File: src/rtl/core/button_debounce_hold_detector_unit_defines.svh
// assertion macros shared by the debounce and hold detector rtl
// no dependencies; expects i_clk and i_rst_n in the including module
`ifndef BUTTON_DEBOUNCE_HOLD_DETECTOR_UNIT_DEFINES_SVH
`define BUTTON_DEBOUNCE_HOLD_DETECTOR_UNIT_DEFINES_SVH

// same-cycle implication
`define BDH_ASSERT_IMPL(lbl, ante, cons, msg) \
    lbl: assert property (@(posedge i_clk) disable iff (!i_rst_n) (ante) |-> (cons)) \
        else $error(msg);

// next-cycle implication
`define BDH_ASSERT_NEXT(lbl, ante, cons, msg) \
    lbl: assert property (@(posedge i_clk) disable iff (!i_rst_n) (ante) |=> (cons)) \
        else $error(msg);

`endif

File: src/rtl/core/bdh_pkg.sv
// types and constants for the button debounce and hold detector
// no dependencies
package bdh_pkg;

    localparam int TIMER_W = 16;
    localparam int DEB_W   = 8;
    localparam int HOLD_W  = 16;
    localparam int ADDR_W  = 3;
    localparam int APB_W   = 32;

    localparam logic [DEB_W-1:0]  DEBOUNCE_RST = 8'd10;
    localparam logic [HOLD_W-1:0] HOLD_RST     = 16'd2000;

    typedef enum logic [1:0] {
        KIND_NONE    = 2'd0,
        KIND_PRESS   = 2'd1,
        KIND_RELEASE = 2'd2
    } t_kind;

    typedef enum logic [3:0] {
        ST_IDLE = 4'b0001,
        ST_DOWN = 4'b0010,
        ST_UP   = 4'b0100,
        ST_HOLD = 4'b1000
    } t_settled;

    typedef enum logic [1:0] {
        EV_NONE     = 2'd0,
        EV_PRESSED  = 2'd1,
        EV_RELEASED = 2'd2,
        EV_HOLD     = 2'd3
    } t_event;

    typedef enum logic [0:0] {
        REG_DEBOUNCE = 1'b0,
        REG_HOLD     = 1'b1
    } t_reg_idx;

    typedef struct packed {
        logic [DEB_W-1:0]  debounce_ticks;
        logic [HOLD_W-1:0] hold_ticks;
    } t_bdh_cfg;

endpackage

File: src/rtl/core/bdh_cfg.sv
// apb register file: debounce and hold times
// depends on bdh_pkg
module bdh_cfg (
    input  logic                       i_clk,
    input  logic                       i_rst_n,
    input  logic                       psel,
    input  logic                       penable,
    input  logic                       pwrite,
    input  logic [bdh_pkg::ADDR_W-1:0] paddr,
    input  logic [bdh_pkg::APB_W-1:0]  pwdata,
    output logic [bdh_pkg::APB_W-1:0]  prdata,
    output bdh_pkg::t_bdh_cfg          o_cfg
);
    import bdh_pkg::*;

    logic [DEB_W-1:0]  r_deb;
    logic [HOLD_W-1:0] r_hold;
    logic              wr_en;
    t_reg_idx          idx;

    assign wr_en = psel & penable & pwrite;
    assign idx   = t_reg_idx'(paddr[ADDR_W-1]);

    always_ff @(posedge i_clk) begin
        if (!i_rst_n) begin
            r_deb  <= DEBOUNCE_RST;
            r_hold <= HOLD_RST;
        end else if (wr_en) begin
            case (idx)
                REG_DEBOUNCE: r_deb  <= pwdata[DEB_W-1:0];
                REG_HOLD:     r_hold <= pwdata[HOLD_W-1:0];
                default: ;
            endcase
        end
    end

    always_comb begin
        prdata = '0;
        case (idx)
            REG_DEBOUNCE: prdata[DEB_W-1:0]  = r_deb;
            REG_HOLD:     prdata[HOLD_W-1:0] = r_hold;
            default:      prdata = '0;
        endcase
    end

    assign o_cfg.debounce_ticks = r_deb;
    assign o_cfg.hold_ticks     = r_hold;

endmodule

File: src/rtl/core/bdh_lane.sv
// one button lane: edge tracking, debounce timer, commit and hold check
// depends on bdh_pkg and the assertion macro header
`include "button_debounce_hold_detector_unit_defines.svh"

module bdh_lane (
    input  logic              i_clk,
    input  logic              i_rst_n,
    input  logic              i_adv,
    input  logic              i_level,
    input  bdh_pkg::t_bdh_cfg i_cfg,
    output bdh_pkg::t_event   o_event
);
    import bdh_pkg::*;

    logic               r_last;
    t_kind              r_pend;
    t_settled           r_settled;
    logic [TIMER_W-1:0] r_elapsed;

    logic               n_last;
    t_kind              n_pend;
    t_settled           n_settled;
    logic [TIMER_W-1:0] n_elapsed;
    logic [TIMER_W-1:0] deb_ext;

    assign deb_ext = {{(TIMER_W-DEB_W){1'b0}}, i_cfg.debounce_ticks};

    always_comb begin
        n_last    = i_level;
        n_pend    = r_pend;
        n_settled = r_settled;
        o_event   = EV_NONE;
        n_elapsed = (r_elapsed == '1) ? r_elapsed : r_elapsed + 1'b1;

        if ((i_level != r_last) && (r_pend == KIND_NONE)) begin
            n_pend    = i_level ? KIND_PRESS : KIND_RELEASE;
            n_elapsed = '0;
        end

        if (n_pend != KIND_NONE) begin
            if (n_elapsed > deb_ext) begin
                if (i_level && (n_pend == KIND_PRESS)) begin
                    n_pend    = KIND_NONE;
                    n_settled = ST_DOWN;
                    n_elapsed = '0;
                    o_event   = EV_PRESSED;
                end else if (!i_level && (n_pend == KIND_RELEASE)) begin
                    n_pend    = KIND_NONE;
                    n_settled = ST_UP;
                    n_elapsed = '0;
                    o_event   = EV_RELEASED;
                end
            end
        end else if ((r_settled == ST_DOWN) && (n_elapsed >= i_cfg.hold_ticks)) begin
            n_settled = ST_HOLD;
            o_event   = EV_HOLD;
        end
    end

    always_ff @(posedge i_clk) begin
        if (!i_rst_n) begin
            r_last    <= 1'b0;
            r_pend    <= KIND_NONE;
            r_settled <= ST_IDLE;
            r_elapsed <= '0;
        end else if (i_adv) begin
            r_last    <= n_last;
            r_pend    <= n_pend;
            r_settled <= n_settled;
            r_elapsed <= n_elapsed;
        end
    end

    `BDH_ASSERT_IMPL(a_hold_only_from_down, i_adv && o_event == EV_HOLD, r_settled == ST_DOWN && r_pend == KIND_NONE, "hold reported outside settled down")
    `BDH_ASSERT_NEXT(a_press_commit, i_adv && o_event == EV_PRESSED, r_settled == ST_DOWN && r_pend == KIND_NONE && r_elapsed == '0, "press commit left stale state")
    `BDH_ASSERT_NEXT(a_idle_keeps_state, !i_adv, $stable(r_elapsed) && $stable(r_pend) && $stable(r_settled), "lane state moved without a tick")

endmodule

File: src/rtl/core/bdh_merge.sv
// merge stage: packs lane events into one result and buffers it (output reg + skid)
// depends on bdh_pkg and the assertion macro header
`include "button_debounce_hold_detector_unit_defines.svh"

module bdh_merge #(
    parameter int NUM_BUTTONS = 3,
    localparam int EV_W  = 2 * NUM_BUTTONS,
    localparam int OUT_W = ((EV_W + 7) / 8) * 8
) (
    input  logic             i_clk,
    input  logic             i_rst_n,
    input  logic             i_push,
    input  logic [EV_W-1:0]  i_events,
    output logic             o_ready,
    output logic             o_tvalid,
    input  logic             i_tready,
    output logic [OUT_W-1:0] o_tdata
);
    import bdh_pkg::*;

    logic             r_out_vld;
    logic             r_skid_vld;
    logic [OUT_W-1:0] r_out;
    logic [OUT_W-1:0] r_skid;
    logic             n_out_vld;
    logic             n_skid_vld;
    logic [OUT_W-1:0] n_out;
    logic [OUT_W-1:0] n_skid;
    logic [OUT_W-1:0] packed_ev;
    logic             pop;

    always_comb begin
        packed_ev = '0;
        packed_ev[EV_W-1:0] = i_events;
    end

    assign pop     = r_out_vld & i_tready;
    assign o_ready = ~r_skid_vld;

    always_comb begin
        n_out_vld  = r_out_vld;
        n_skid_vld = r_skid_vld;
        n_out      = r_out;
        n_skid     = r_skid;
        if (!r_out_vld) begin
            n_out_vld = i_push;
            n_out     = packed_ev;
        end else if (pop) begin
            if (r_skid_vld) begin
                n_out      = r_skid;
                n_skid_vld = i_push;
                n_skid     = packed_ev;
            end else begin
                n_out_vld = i_push;
                n_out     = packed_ev;
            end
        end else if (i_push) begin
            n_skid_vld = 1'b1;
            n_skid     = packed_ev;
        end
    end

    always_ff @(posedge i_clk) begin
        if (!i_rst_n) begin
            r_out_vld  <= 1'b0;
            r_skid_vld <= 1'b0;
        end else begin
            r_out_vld  <= n_out_vld;
            r_skid_vld <= n_skid_vld;
        end
    end

    always_ff @(posedge i_clk) begin
        r_out  <= n_out;
        r_skid <= n_skid;
    end

    assign o_tvalid = r_out_vld;
    assign o_tdata  = r_out;

    `BDH_ASSERT_IMPL(a_skid_implies_out, r_skid_vld, r_out_vld, "skid holds data while output is empty")
    `BDH_ASSERT_NEXT(a_stall_fills_skid, i_push && r_out_vld && !i_tready, r_skid_vld, "stalled transaction not captured in skid")
    `BDH_ASSERT_NEXT(a_skid_moves_up, r_skid_vld && i_tready, r_out == $past(r_skid), "skid entry not forwarded in order")

endmodule

File: src/rtl/core/button_debounce_hold_detector_unit.sv
// top level of the button debounce and hold detector
// depends on bdh_pkg, bdh_cfg, bdh_lane, bdh_merge
//
// channel  | dir | handshake                  | payload
// s_axis   | in  | tvalid/tready              | tdata: level_usr, level_red, level_blk
// m_axis   | out | tvalid/tready              | tdata: event_usr, event_red, event_blk
// apb      | in  | psel/penable/pwrite/pready | 0x0 debounce_ticks, 0x4 hold_ticks
//
// one tick per clock while s_axis transfers are accepted; each lane updates its timer and state in the accept cycle
// result is registered in the output register, or in the skid entry while the output stalls
// skid entry takes the transaction accepted during a stalled output cycle
// input ready drops while the skid entry is full, in the cycle after a stalled accept
// synchronous active-low reset: lanes idle, timers zero, registers at defaults
// config writes complete in the apb access cycle, pready always high
module button_debounce_hold_detector_unit #(
    parameter int NUM_BUTTONS = 3,
    localparam int IN_W  = ((NUM_BUTTONS + 7) / 8) * 8,
    localparam int OUT_W = ((2 * NUM_BUTTONS + 7) / 8) * 8
) (
    input  logic                       i_clk,
    input  logic                       i_rst_n,
    input  logic                       i_s_axis_tvalid,
    output logic                       o_s_axis_tready,
    input  logic [IN_W-1:0]            i_s_axis_tdata,  // level_usr, level_red, level_blk, pad
    output logic                       o_m_axis_tvalid,
    input  logic                       i_m_axis_tready,
    output logic [OUT_W-1:0]           o_m_axis_tdata,  // event_usr, event_red, event_blk, pad
    input  logic                       psel,
    input  logic                       penable,
    input  logic                       pwrite,
    input  logic [bdh_pkg::ADDR_W-1:0] paddr,
    input  logic [bdh_pkg::APB_W-1:0]  pwdata,
    output logic [bdh_pkg::APB_W-1:0]  prdata,
    output logic                       pready
);
    import bdh_pkg::*;

    t_bdh_cfg                   cfg;
    logic                       adv;
    logic                       merge_ready;
    logic [2*NUM_BUTTONS-1:0]   events;

    assign pready          = 1'b1;
    assign o_s_axis_tready = merge_ready;
    assign adv             = i_s_axis_tvalid & merge_ready;

    bdh_cfg u_cfg (
        .i_clk   (i_clk),
        .i_rst_n (i_rst_n),
        .psel    (psel),
        .penable (penable),
        .pwrite  (pwrite),
        .paddr   (paddr),
        .pwdata  (pwdata),
        .prdata  (prdata),
        .o_cfg   (cfg)
    );

    for (genvar g = 0; g < NUM_BUTTONS; g++) begin : g_lane
        t_event lane_ev;

        bdh_lane u_lane (
            .i_clk   (i_clk),
            .i_rst_n (i_rst_n),
            .i_adv   (adv),
            .i_level (i_s_axis_tdata[g]),
            .i_cfg   (cfg),
            .o_event (lane_ev)
        );

        assign events[2*g +: 2] = lane_ev;
    end

    bdh_merge #(
        .NUM_BUTTONS (NUM_BUTTONS)
    ) u_merge (
        .i_clk    (i_clk),
        .i_rst_n  (i_rst_n),
        .i_push   (adv),
        .i_events (events),
        .o_ready  (merge_ready),
        .o_tvalid (o_m_axis_tvalid),
        .i_tready (i_m_axis_tready),
        .o_tdata  (o_m_axis_tdata)
    );

endmodule
File: config.mk
export PLATFORM = sky130hd
export DESIGN_NAME = button_debounce_hold_detector_unit
export DESIGN_NICKNAME = d
export VERILOG_FILES = /design/src/rtl/core/bdh_pkg.sv /design/src/rtl/core/bdh_cfg.sv /design/src/rtl/core/bdh_lane.sv /design/src/rtl/core/bdh_merge.sv /design/src/rtl/core/button_debounce_hold_detector_unit.sv
export VERILOG_INCLUDE_DIRS = /design/src /design/src/rtl/core
export SDC_FILE = /design/constraint.sdc
export NUM_CORES = 1
export LEC_CHECK = 0
export BUFFER_PORTS_ARGS = -buffer_cell sky130_fd_sc_hd__buf_2
export CORE_MARGIN = 2
export CORE_UTILIZATION = 50
export CTS_BUF_LIST = sky130_fd_sc_hd__clkbuf_8
export CTS_CLUSTER_SIZE = 25
export DETAILED_ROUTE_END_ITERATION = 8
export PLACE_DENSITY = 0.68
export SYNTH_ARGS = -nofsm -noshare
export SYNTH_HDL_FRONTEND = slang
export SYNTH_SLANG_ARGS = --single-unit
File: constraint.sdc
create_clock -name i_clk -period 11.9 [get_ports i_clk]
set_input_delay 0.595 -clock i_clk [delete_from_list [all_inputs] [get_ports i_clk]]
set_output_delay 0.595 -clock i_clk [all_outputs]
set_load 0.005 [all_outputs]
======== Yosys cells after proc, flatten, opt, wreduce, memory -nomap -nowiden ========
Cells that the tools add are included.
word-level totals
  output and inout port bits .............. 43
  logic and storage cells ................. 169
  bits in registers ....................... 111
  bits of input ports ..................... 50
operators by class
  equality and inequality tests ........... 23
  muxes and demuxes ....................... 80
  reductions and logical operators ........ 32
  order comparisons ....................... 6
  add/sub/neg operators ................... 3
  bitwise operators ....................... 6
operator list
  cell                                                              number
  16-bit 2-to-1 mux                                                 18
  2-bit 2-to-1 mux                                                  33
  4-bit 2-to-1 mux                                                  15
  16-bit by 1-bit adder with 16-bit output (second input constant)  3
  16-bit == test (second input constant)                            3
  16-bit greater-or-equal comparator                                3
  16-bit by 8-bit > comparator with 1-bit output                    3
  8-bit 2-to-1 mux                                                  5
  8-bit one-hot mux with 2 select lines                             1
  2-bit nonzero test                                                7
  4-bit by 2-bit == test with 1-bit output (second input constant)  3
  1-bit logical AND                                                 12
  6-bit 2-to-1 mux                                                  2
  4-bit AND reduction                                               3
  3-bit inequality test (second input constant)                     3
  2-bit inequality test (second input constant)                     4
  2-bit by 1-bit == test with 1-bit output (second input constant)  3
  2-bit == test (second input constant)                             3
  2-bit zero test                                                   3
  1-bit 2-to-1 mux                                                  6
  2-bit AND reduction                                               3
  1-bit bitwise AND                                                 4
  1-bit zero test                                                   3
  1-bit inequality test                                             3
  other kinds (3)                                                   4

======== Depth between registers and ports, before layout ========
Gate-level depths: netlist of run 1.
  depth after elaboration ................. 12
  mapped depth ............................ 18

======== By module ========
A second synthesis of run 1 with hierarchy kept.
second synthesis, totals
  cell total of the unflattened synthesis .. 989
  area total of the unflattened synthesis .. 8,331.7 um^2
modules (own cells, without submodules)
  module                              cells an instance  times used  area an instance (um^2)
  bdh_lane (g_lane[2].u_lane)         272                1           2,173.3
  bdh_lane (g_lane[1].u_lane)         276                1           2,128.3
  bdh_lane (g_lane[0].u_lane)         265                1           2,125.8
  bdh_cfg                             139                1           1,300.0
  bdh_merge                           34                 1           586.8
  button_debounce_hold_detector_unit  3                  1           17.5

======== Worst setup path before layout of run 1 ========
OpenSTA, ideal clock, no wires.
  path type ............................... flip-flop to flip-flop
  start ................................... register g_lane[2].u_lane.r_elapsed[0]
  end ..................................... register u_merge.r_out[4] (netlist: u_merge.o_tdata[4]), data pin
  slack ................................... 7.851 ns
  stages on the path, launching flop included .. 17
  clock period less this slack ............ 4.049 ns
  arrival time ............................ 3.789 ns
  path buffers ............................ 1
  library setup time ...................... 0.260 ns
  cells stage by stage .................... dfxtp_1 -> ha_1 -> nand4_1 -> nor4_1 -> nand2b_1 -> nor2_1 -> xnor2_1 -> nor2_1 -> ha_1 -> a21oi_1 -> nand2_1 -> a211o_1 -> o21ai_0 -> or4b_1 -> buf_2 -> a22o_1 -> mux2_2
between the ends
  longest elaborated chain between the ends .. 10
  elaborated cells on any way between the ends .. 13
  those cells by class .................... 1 x add/sub; 2 x order compare; 1 x eq/ne; 8 x mux; 1 x reduce/logical
ends and longest elaborated chain
  element                                                                            line                                      text
  start: declaration                                                                 bdh_lane.sv:18                            logic [TIMER_W-1:0] r_elapsed;
  start signal: assignment                                                           bdh_lane.sv:70                            r_elapsed <= n_elapsed;
  16-bit by 1-bit adder with 16-bit output / 16-bit == test (equally long branches)  bdh_lane.sv:33                            n_elapsed = (r_elapsed == '1) ? r_elapsed : r_elapsed + 1'b1;
  16-bit 2-to-1 mux (*)                                                              bdh_lane.sv:33
  16-bit 2-to-1 mux (*)                                                              bdh_lane.sv:35                            if ((i_level != r_last) && (r_pend == KIND_NONE)) begin
  16-bit greater-or-equal comparator                                                 bdh_lane.sv:54                            end else if ((r_settled == ST_DOWN) && (n_elapsed >= i_cfg.hold_ticks)) begin
  1-bit logical AND                                                                  bdh_lane.sv:54
  2-bit 2-to-1 mux                                                                   bdh_lane.sv:54
  2-bit 2-to-1 mux (*)                                                               bdh_lane.sv:40                            if (n_pend != KIND_NONE) begin
  net g_lane[2].lane_ev[0]                                                           button_debounce_hold_detector_unit.sv:60  t_event lane_ev;
  8-bit 2-to-1 mux                                                                   bdh_merge.sv:49                           if (r_skid_vld) begin
  6-bit 2-to-1 mux                                                                   bdh_merge.sv:48                           end else if (pop) begin
  6-bit 2-to-1 mux (*)                                                               bdh_merge.sv:45                           if (!r_out_vld) begin
  net u_merge.n_out[4]                                                               bdh_merge.sv:27                           logic [OUT_W-1:0] n_out;
  end signal: assignment                                                             bdh_merge.sv:74                           r_out <= n_out;
  end: declaration                                                                   bdh_merge.sv:23                           logic [OUT_W-1:0] r_out;
The timed path passes the listed nets; every way through them passes the cells marked *. The select of a mux whose other input is x is not followed.
A chain may end at the register's enable or synchronous reset.

======== Final worst setup path of run 1 ========
  start ................................... register g_lane[2].u_lane.r_elapsed[0]
  end ..................................... register g_lane[2].u_lane.r_elapsed[4]
between the ends
  longest elaborated chain between the ends .. 7
  elaborated cells on any way between the ends .. 9
  those cells by class .................... 1 x add/sub; 1 x order compare; 1 x eq/ne; 6 x mux
ends and longest elaborated chain
  element                                                                                 line
  16-bit by 1-bit adder with 16-bit output / 16-bit == test (equally long branches)       bdh_lane.sv:33
  16-bit 2-to-1 mux (*)                                                                   bdh_lane.sv:33
  16-bit 2-to-1 mux (*)                                                                   bdh_lane.sv:35
  branches (longest 3 deep; another with 16-bit by 8-bit > comparator with 1-bit output)  n/a
  16-bit 2-to-1 mux (*)                                                                   bdh_lane.sv:40
Every way passes the cells marked *.

==> impl_metrics.yaml, run 1 <==
placement:
  dpl.hpwl_mm: 13.44
  gp_congestion: 0.9201
  portBuffers: 50
  dp.cells: 1096
  place_ws_ns: 7.177
pwr:
  vdd_ir_drop_max_uv: 70.66
  p_total_mw: 0.7296
  power_density_nw_per_um2: 92.47
  p_leak_nw: 3.365
logic_synthesis:
  avgSynthCellArea_sq_um: 8.240
  ys_seq_area_frac: 0.3050
  ys_ff_latch: 107
  synth_mux_area_frac: 0.02413
  synthArstFlopShare: 0
  synth_compound_area_frac: 0.2303
  synth-edff-count: 12
  synth_cell_type_count: 67
  synth_warnings: 0
  synthFlopType: "dfxtp_1"
  synthCells: 900
  synth_xor_area_frac: 0.03307
  synth_top_family_by_area: "compound AO/OA/AOI/OAI gates"
  synth_area_sq_um: 7416
  synthAdderAreaFrac: 0.1265
  synth-simple-area-share: 0.2116
timing:
  final.setup.worst_slack_ns: 7.117
  hold_viol_final: 0
  drv_slew: 0
  setup-violations-final: 0
  slew_headroom: 0.3282
  layout_min_cycle_time_ns: 4.783
  hold_slack_ns: 0.4144
  rsz0062_at_grt: "false"
  fmax_ghz: 0.2091
  tns_ns: 0
  worstMarginPinSlew_ns: 0.9985
  fin_crit_sh: 0.4019
  finClkSkew_ns: 0.01829
setup_path:
  critPathKind: "flip-flop to flip-flop"
  reg2reg_from: "g_lane[2].u_lane.r_elapsed[0]"
  end_kind: "flip-flop"
  crit_fanout: 7
  reg2regPathDepth: 16
  start_kind: "flip-flop"
  endpoint: "g_lane[2].u_lane.r_elapsed[4]"
  r2r_end: "g_lane[2].u_lane.r_elapsed[4]"
  cp-startpoint: "g_lane[2].u_lane.r_elapsed[0]"
  cp.required_ns: 12.25
  rrSetupSlack_ns: 7.12
  cp.arrival_ns: 5.13
cts:
  clkLatencyLatePin_ns: 0.40
  post_cts_buffers: 0
  htree_levels: 3
  cts.clk_slew.worst_paths_ns: 0.11
  cts_repair_resize_count: 0
  clockRootBuffer: "clkbuf_8"
  cts_buffer_depth: 2
  hold_buffers: 0
  numCtsBuffers: 9
  cts_sinks: 107
  cts_tree: "built"
routing:
  met3_length_um: 878
  top_layer: "met4"
  drt_wl_total_mm: 18.43
  drcViolationCount: 0
  wl_met1_mm: 8.743
  drt_iter0_drc: 422
  viasPerCell: 5.878
  dr.pass1.iters: 6
  met2_length_mm: 8.544
  wl_per_cell_um: 16.57
  drt.antenna.violating_nets: 0
  vias: 6536
floorplanning:
  core-area_sq_um: 14530
  rows: 44
  pin_count: 93
  die_area_sq_um: 15820
  initial_core_util: 0.5102
  die_x_um: 125.8
  dieHeight_um: 125.8
grt:
  antenna_found_initial: 0
  grt_overflow: 0
  grt_start_max_net_pins: 40
  grt_pass1_vias: 5950
  grt_pass1_wl_mm: 30.24
  grtUsageTotal: 0.2342
cells_and_area:
  mostFrequentLayoutCell: "dfxtp_1"
  drive_above_1_share: 0.1045
  instances_no_fill: 1112
  area_growth_pct: 6.395
  nNetsFinal: 1048
  antenna_cells: 0
  layout_common_cells: "dfxtp_1, nand2_1, nor2_1"
hold_path:
  min_path_type: "input pin to flip-flop"
  hold-path-cell-count: 2
status:
  status: "finished clean"
job:
  cap_violations: 0
## report_power, final
part           internal (mW)  switching (mW)  total (mW)
Clock                  0.123           0.128       0.251
Combinational         0.0331          0.0646      0.0977
Sequential             0.372         0.00822       0.381
Total                  0.528           0.201       0.730
## critical path, stage by stage, from the launching register on
cell	delay, ns
dfxtp_1	0.43
ha_1	0.22
nand4_1	0.24
nor4_1	0.88
nand2b_1	0.28
nor2_1	0.08
xnor2_1	0.12
nor2_1	0.21
ha_1	0.31
a21oi_1	0.15
nand2_1	0.08
a211o_1	0.28
o21ai_0	0.09
or4b_1	0.62
o21ai_2	0.24
and2_1	0.32
a22o_2	0.20
## metrics by stage
stage	utilization	instance area [sq um]
after floorplan	-	7480
after global placement	0.5277	7670
after detailed placement	0.5277	7670
after CTS	0.5429	7890
after global routing	0.5429	7890
final	0.5429	7890
## cells in the mapped netlist, types with 13 or more instances
| cell type | instances | area share |
|---|---|---|
| nand3_1 | 21 | 0.014 |
| a22o_1 | 32 | 0.038 |
| o21ai_0 | 41 | 0.028 |
| a21o_1 | 17 | 0.017 |
| xor2_1 | 16 | 0.019 |
| ha_1 | 75 | 0.13 |
| nand4_1 | 29 | 0.024 |
| nand2_1 | 94 | 0.048 |
| o211ai_1 | 13 | 0.013 |
| nor2_1 | 79 | 0.040 |
| nor3_1 | 22 | 0.015 |
| clkbuf_1 | 30 | 0.015 |
| buf_4 | 21 | 0.021 |
| a21oi_1 | 65 | 0.044 |
| dfxtp_1 | 95 | 0.26 |
| inv_1 | 43 | 0.022 |
## state kept, by name (all words and copies together) (netlist names)
| signal | flops |
|---|---|
| g_lane.u_lane.r_elapsed | 48 |
| u_merge.r_skid | 6 |
| u_merge.o_tdata | 6 |
| u_merge.o_tvalid | 1 |
| g_lane.u_lane.r_settled | 12 |
| u_cfg.r_deb | 8 |
| g_lane.u_lane.r_last | 3 |
| u_merge.r_skid_vld | 1 |
| u_cfg.r_hold | 16 |
| g_lane.u_lane.r_pend | 6 |
## cell families after synthesis
kind of cell               Yosys count
AOI/OAI and AO/OA                  248
muxes                               17
adders and majority gates           75
buffers and inverters              106
DFF                                107
xor gates and xnor gates            28
other                                2
and+or+nand+nor                    317
## area by class of cell
cell class / count / area, sq um
Fill cell: 1410 / 6644
Multi-Input combinational cell: 704 / 4713
Sequential cell: 107 / 2262
Timing Repair Buffer: 56 / 295.3
Tap cell: 184 / 230.2
Inverter: 45 / 168.9
Clock buffer: 10 / 137.6
Clock inverter: 6 / 82.58
## metal layers
| metal | track usage | up-vias |
|---|---|---|
| met5 | 0 | - |
| met1 | 0.3240 | 3059 |
| li1 | - | 3306 |
| met2 | 0.3768 | 151 |
| met4 | 0.06076 | 0 |
| met3 | 0.04588 | 20 |
## worst min path at each step
stage / start / endpoint / slack [ns]
3_3_place_gp: g_lane[0].u_lane.r_settled[0] / g_lane[0].u_lane.r_settled[0] / 0.44
5_1_grt: i_m_axis_tready / u_merge.r_skid_vld / 0.42
2_1_floorplan: g_lane[0].u_lane.r_settled[0] / g_lane[0].u_lane.r_settled[0] / 0.43
4_1_cts: i_m_axis_tready / u_merge.r_skid_vld / 0.40
3_5_place_dp: g_lane[0].u_lane.r_settled[0] / g_lane[0].u_lane.r_settled[0] / 0.45
6_report: i_m_axis_tready / u_merge.r_skid_vld / 0.41
Note: power is estimated with default switching activity, not from simulation.
==> inputs of run 2 (changes only) <==
==> constraint.sdc (replaced) <==
create_clock -name i_clk -period 4.79 [get_ports i_clk]
set_input_delay 0.2395 -clock i_clk [delete_from_list [all_inputs] [get_ports i_clk]]
set_output_delay 0.2395 -clock i_clk [all_outputs]
set_load 0.005 [all_outputs]
==> impl_metrics.yaml, run 2 (same netlist as run 1, synthesis figures left out) <==
timing:
  fmax_ghz: 0.2329
  layout_min_cycle_time_ns: 4.293
  drv_slew: 0
  worstMarginPinSlew_ns: 0.7530
  slew_headroom: 0.4974
  rsz0062_at_grt: "false"
  fin_crit_sh: 0.8962
  setup-violations-final: 0
  finClkSkew_ns: 0.01754
  hold_viol_final: 0
  tns_ns: 0
grt:
  grt_start_max_net_pins: 43
  grt_overflow: 0
  grt_pass1_wl_mm: 29.72
  grt_pass1_vias: 5803
  antenna_found_initial: 0
  grtUsageTotal: 0.2307
floorplanning:
  die_area_sq_um: 15820
  die_x_um: 125.8
  initial_core_util: 0.5102
  rows: 44
  pin_count: 93
  dieHeight_um: 125.8
  core-area_sq_um: 14530
cts:
  cts_tree: "built"
  clkLatencyLatePin_ns: 0.40
  numCtsBuffers: 9
  cts_buffer_depth: 2
  cts_sinks: 107
  hold_buffers: 0
  clockRootBuffer: "clkbuf_8"
  cts.clk_slew.worst_paths_ns: 0.12
  cts_repair_resize_count: 0
  htree_levels: 3
  post_cts_buffers: 0
placement:
  dpl.hpwl_mm: 13.46
  dp.cells: 1102
  gp_congestion: 0.8735
  portBuffers: 50
setup_path:
  cp.required_ns: 5.13
  r2r_end: "g_lane[0].u_lane.r_elapsed[0]"
  reg2regPathDepth: 16
  reg2reg_from: "g_lane[0].u_lane.r_elapsed[0]"
  end_kind: "flip-flop"
  rrSetupSlack_ns: 0.50
  critPathKind: "flip-flop to flip-flop"
  cp.arrival_ns: 4.63
  crit_fanout: 16
  start_kind: "flip-flop"
routing:
  wl_per_cell_um: 16.44
  drcViolationCount: 0
  vias: 6605
  drt_wl_total_mm: 18.38
  drt_iter0_drc: 467
  dr.pass1.iters: 6
  drt.antenna.violating_nets: 0
  viasPerCell: 5.908
cells_and_area:
  top_regs: "g_lane.u_lane.r_elapsed x48, u_cfg.r_hold x16, g_lane.u_lane.r_settled x12"
  drive_above_1_share: 0.1124
  antenna_cells: 0
  regMostFlops: "g_lane.u_lane.r_elapsed"
  area_growth_pct: 6.496
  nNetsFinal: 1054
  largest_reg_flops: 48
  layout_common_cells: "dfxtp_1, nand2_1, nor2_1"
  mostFrequentLayoutCell: "dfxtp_1"
  instances_no_fill: 1118
hold_path:
  min-delay-start: "pwdata[11]"
  hold_end: "u_cfg.r_hold[11]"
  hold-path-cell-count: 3
  min_path_type: "input pin to flip-flop"
pwr:
  power_density_nw_per_um2: 219.8
  vdd_ir_drop_max_uv: 201.5
  p_leak_nw: 3.381
status:
  status: "finished clean"
job:
  cap_violations: 0
[run 2: cell types whose count changed in the layout (fill, tap and decap cells not counted), sizes merged]
cell      before  now
clkinv         2    5
bufinv         2    0
clkinvlp       2    0
buf           56   62
inv           45   47
clkbuf        10    9
[run 2: worst max-delay path, stage by stage (launching register included)]
cell and delay [ns]:
dfxtp_1 0.44, ha_1 0.32, and3_1 0.37, nand2_1 0.24, and3_1 0.28, nand3_1 0.10, xor2_1 0.07, nor2_1 0.23
ha_1 0.32, a21oi_1 0.14, o21ai_0 0.10, o22a_1 0.23, nor4_1 0.41, nand2_1 0.28, a211oi_4 0.25, buf_4 0.26
a32o_1 0.20
[run 2: area by class of cell]
class	instances	area (sq um)
timing repair buffer	62	340.3
tap	184	230.2
multi-input combinational	704	4713
fill	1404	6636
clock buffer	9	123.9
clock inverter	7	58.81
inverter	45	168.9
sequential	107	2262
[run 2: worst max-delay path by stage]
stage | startpoint | to | slack [ns]
2_1_floorplan | g_lane[2].u_lane.r_elapsed[0] | u_merge.o_tdata[4] | 0.74
4_1_cts | g_lane[0].u_lane.r_elapsed[0] | u_merge.o_tdata[1] | 0.50
5_1_grt | g_lane[2].u_lane.r_elapsed[0] | u_merge.o_tdata[5] | 0.16
3_5_place_dp | g_lane[2].u_lane.r_elapsed[0] | u_merge.o_tdata[4] | 0.56
6_report | g_lane[0].u_lane.r_elapsed[0] | g_lane[0].u_lane.r_elapsed[0] | 0.50
3_3_place_gp | g_lane[2].u_lane.r_elapsed[0] | u_merge.o_tdata[4] | 0.60
[run 2: stage by stage]
stage | cell area (sq um) | util | worst slack (ns) | hold slack (ns) | total power [mW]
final | 7898 | 0.5434 | 0.4971 | 0.05839 | 1.736
after global routing | 7898 | 0.5434 | 0.1618 | 0.05408 | 1.811
after CTS | 7898 | 0.5434 | 0.4971 | 0.04680 | 1.749
after detailed placement | 7715 | 0.5308 | 0.5605 | 0.4448 | 1.209
after global placement | 7715 | 0.5308 | 0.6035 | 0.4364 | 1.206
after floorplan | 7480 | - | 0.7415 | 0.3396 | 1.142
[run 2: per-layer routing]
layer  part of all wire  GRT usage  up-vias
li1                   -          -     3328
met1               0.47     0.3204     3107
met2               0.47     0.3790      150
met3              0.039    0.03059       20
met4              0.016    0.06399        0
met5                  0          0        -
[run 2: where the power goes]
part	internal [mW]	switching [mW]	total, mW
Sequential	0.925	0.0205	0.946
Clock	0.198	0.346	0.545
Combinational	0.0847	0.160	0.245
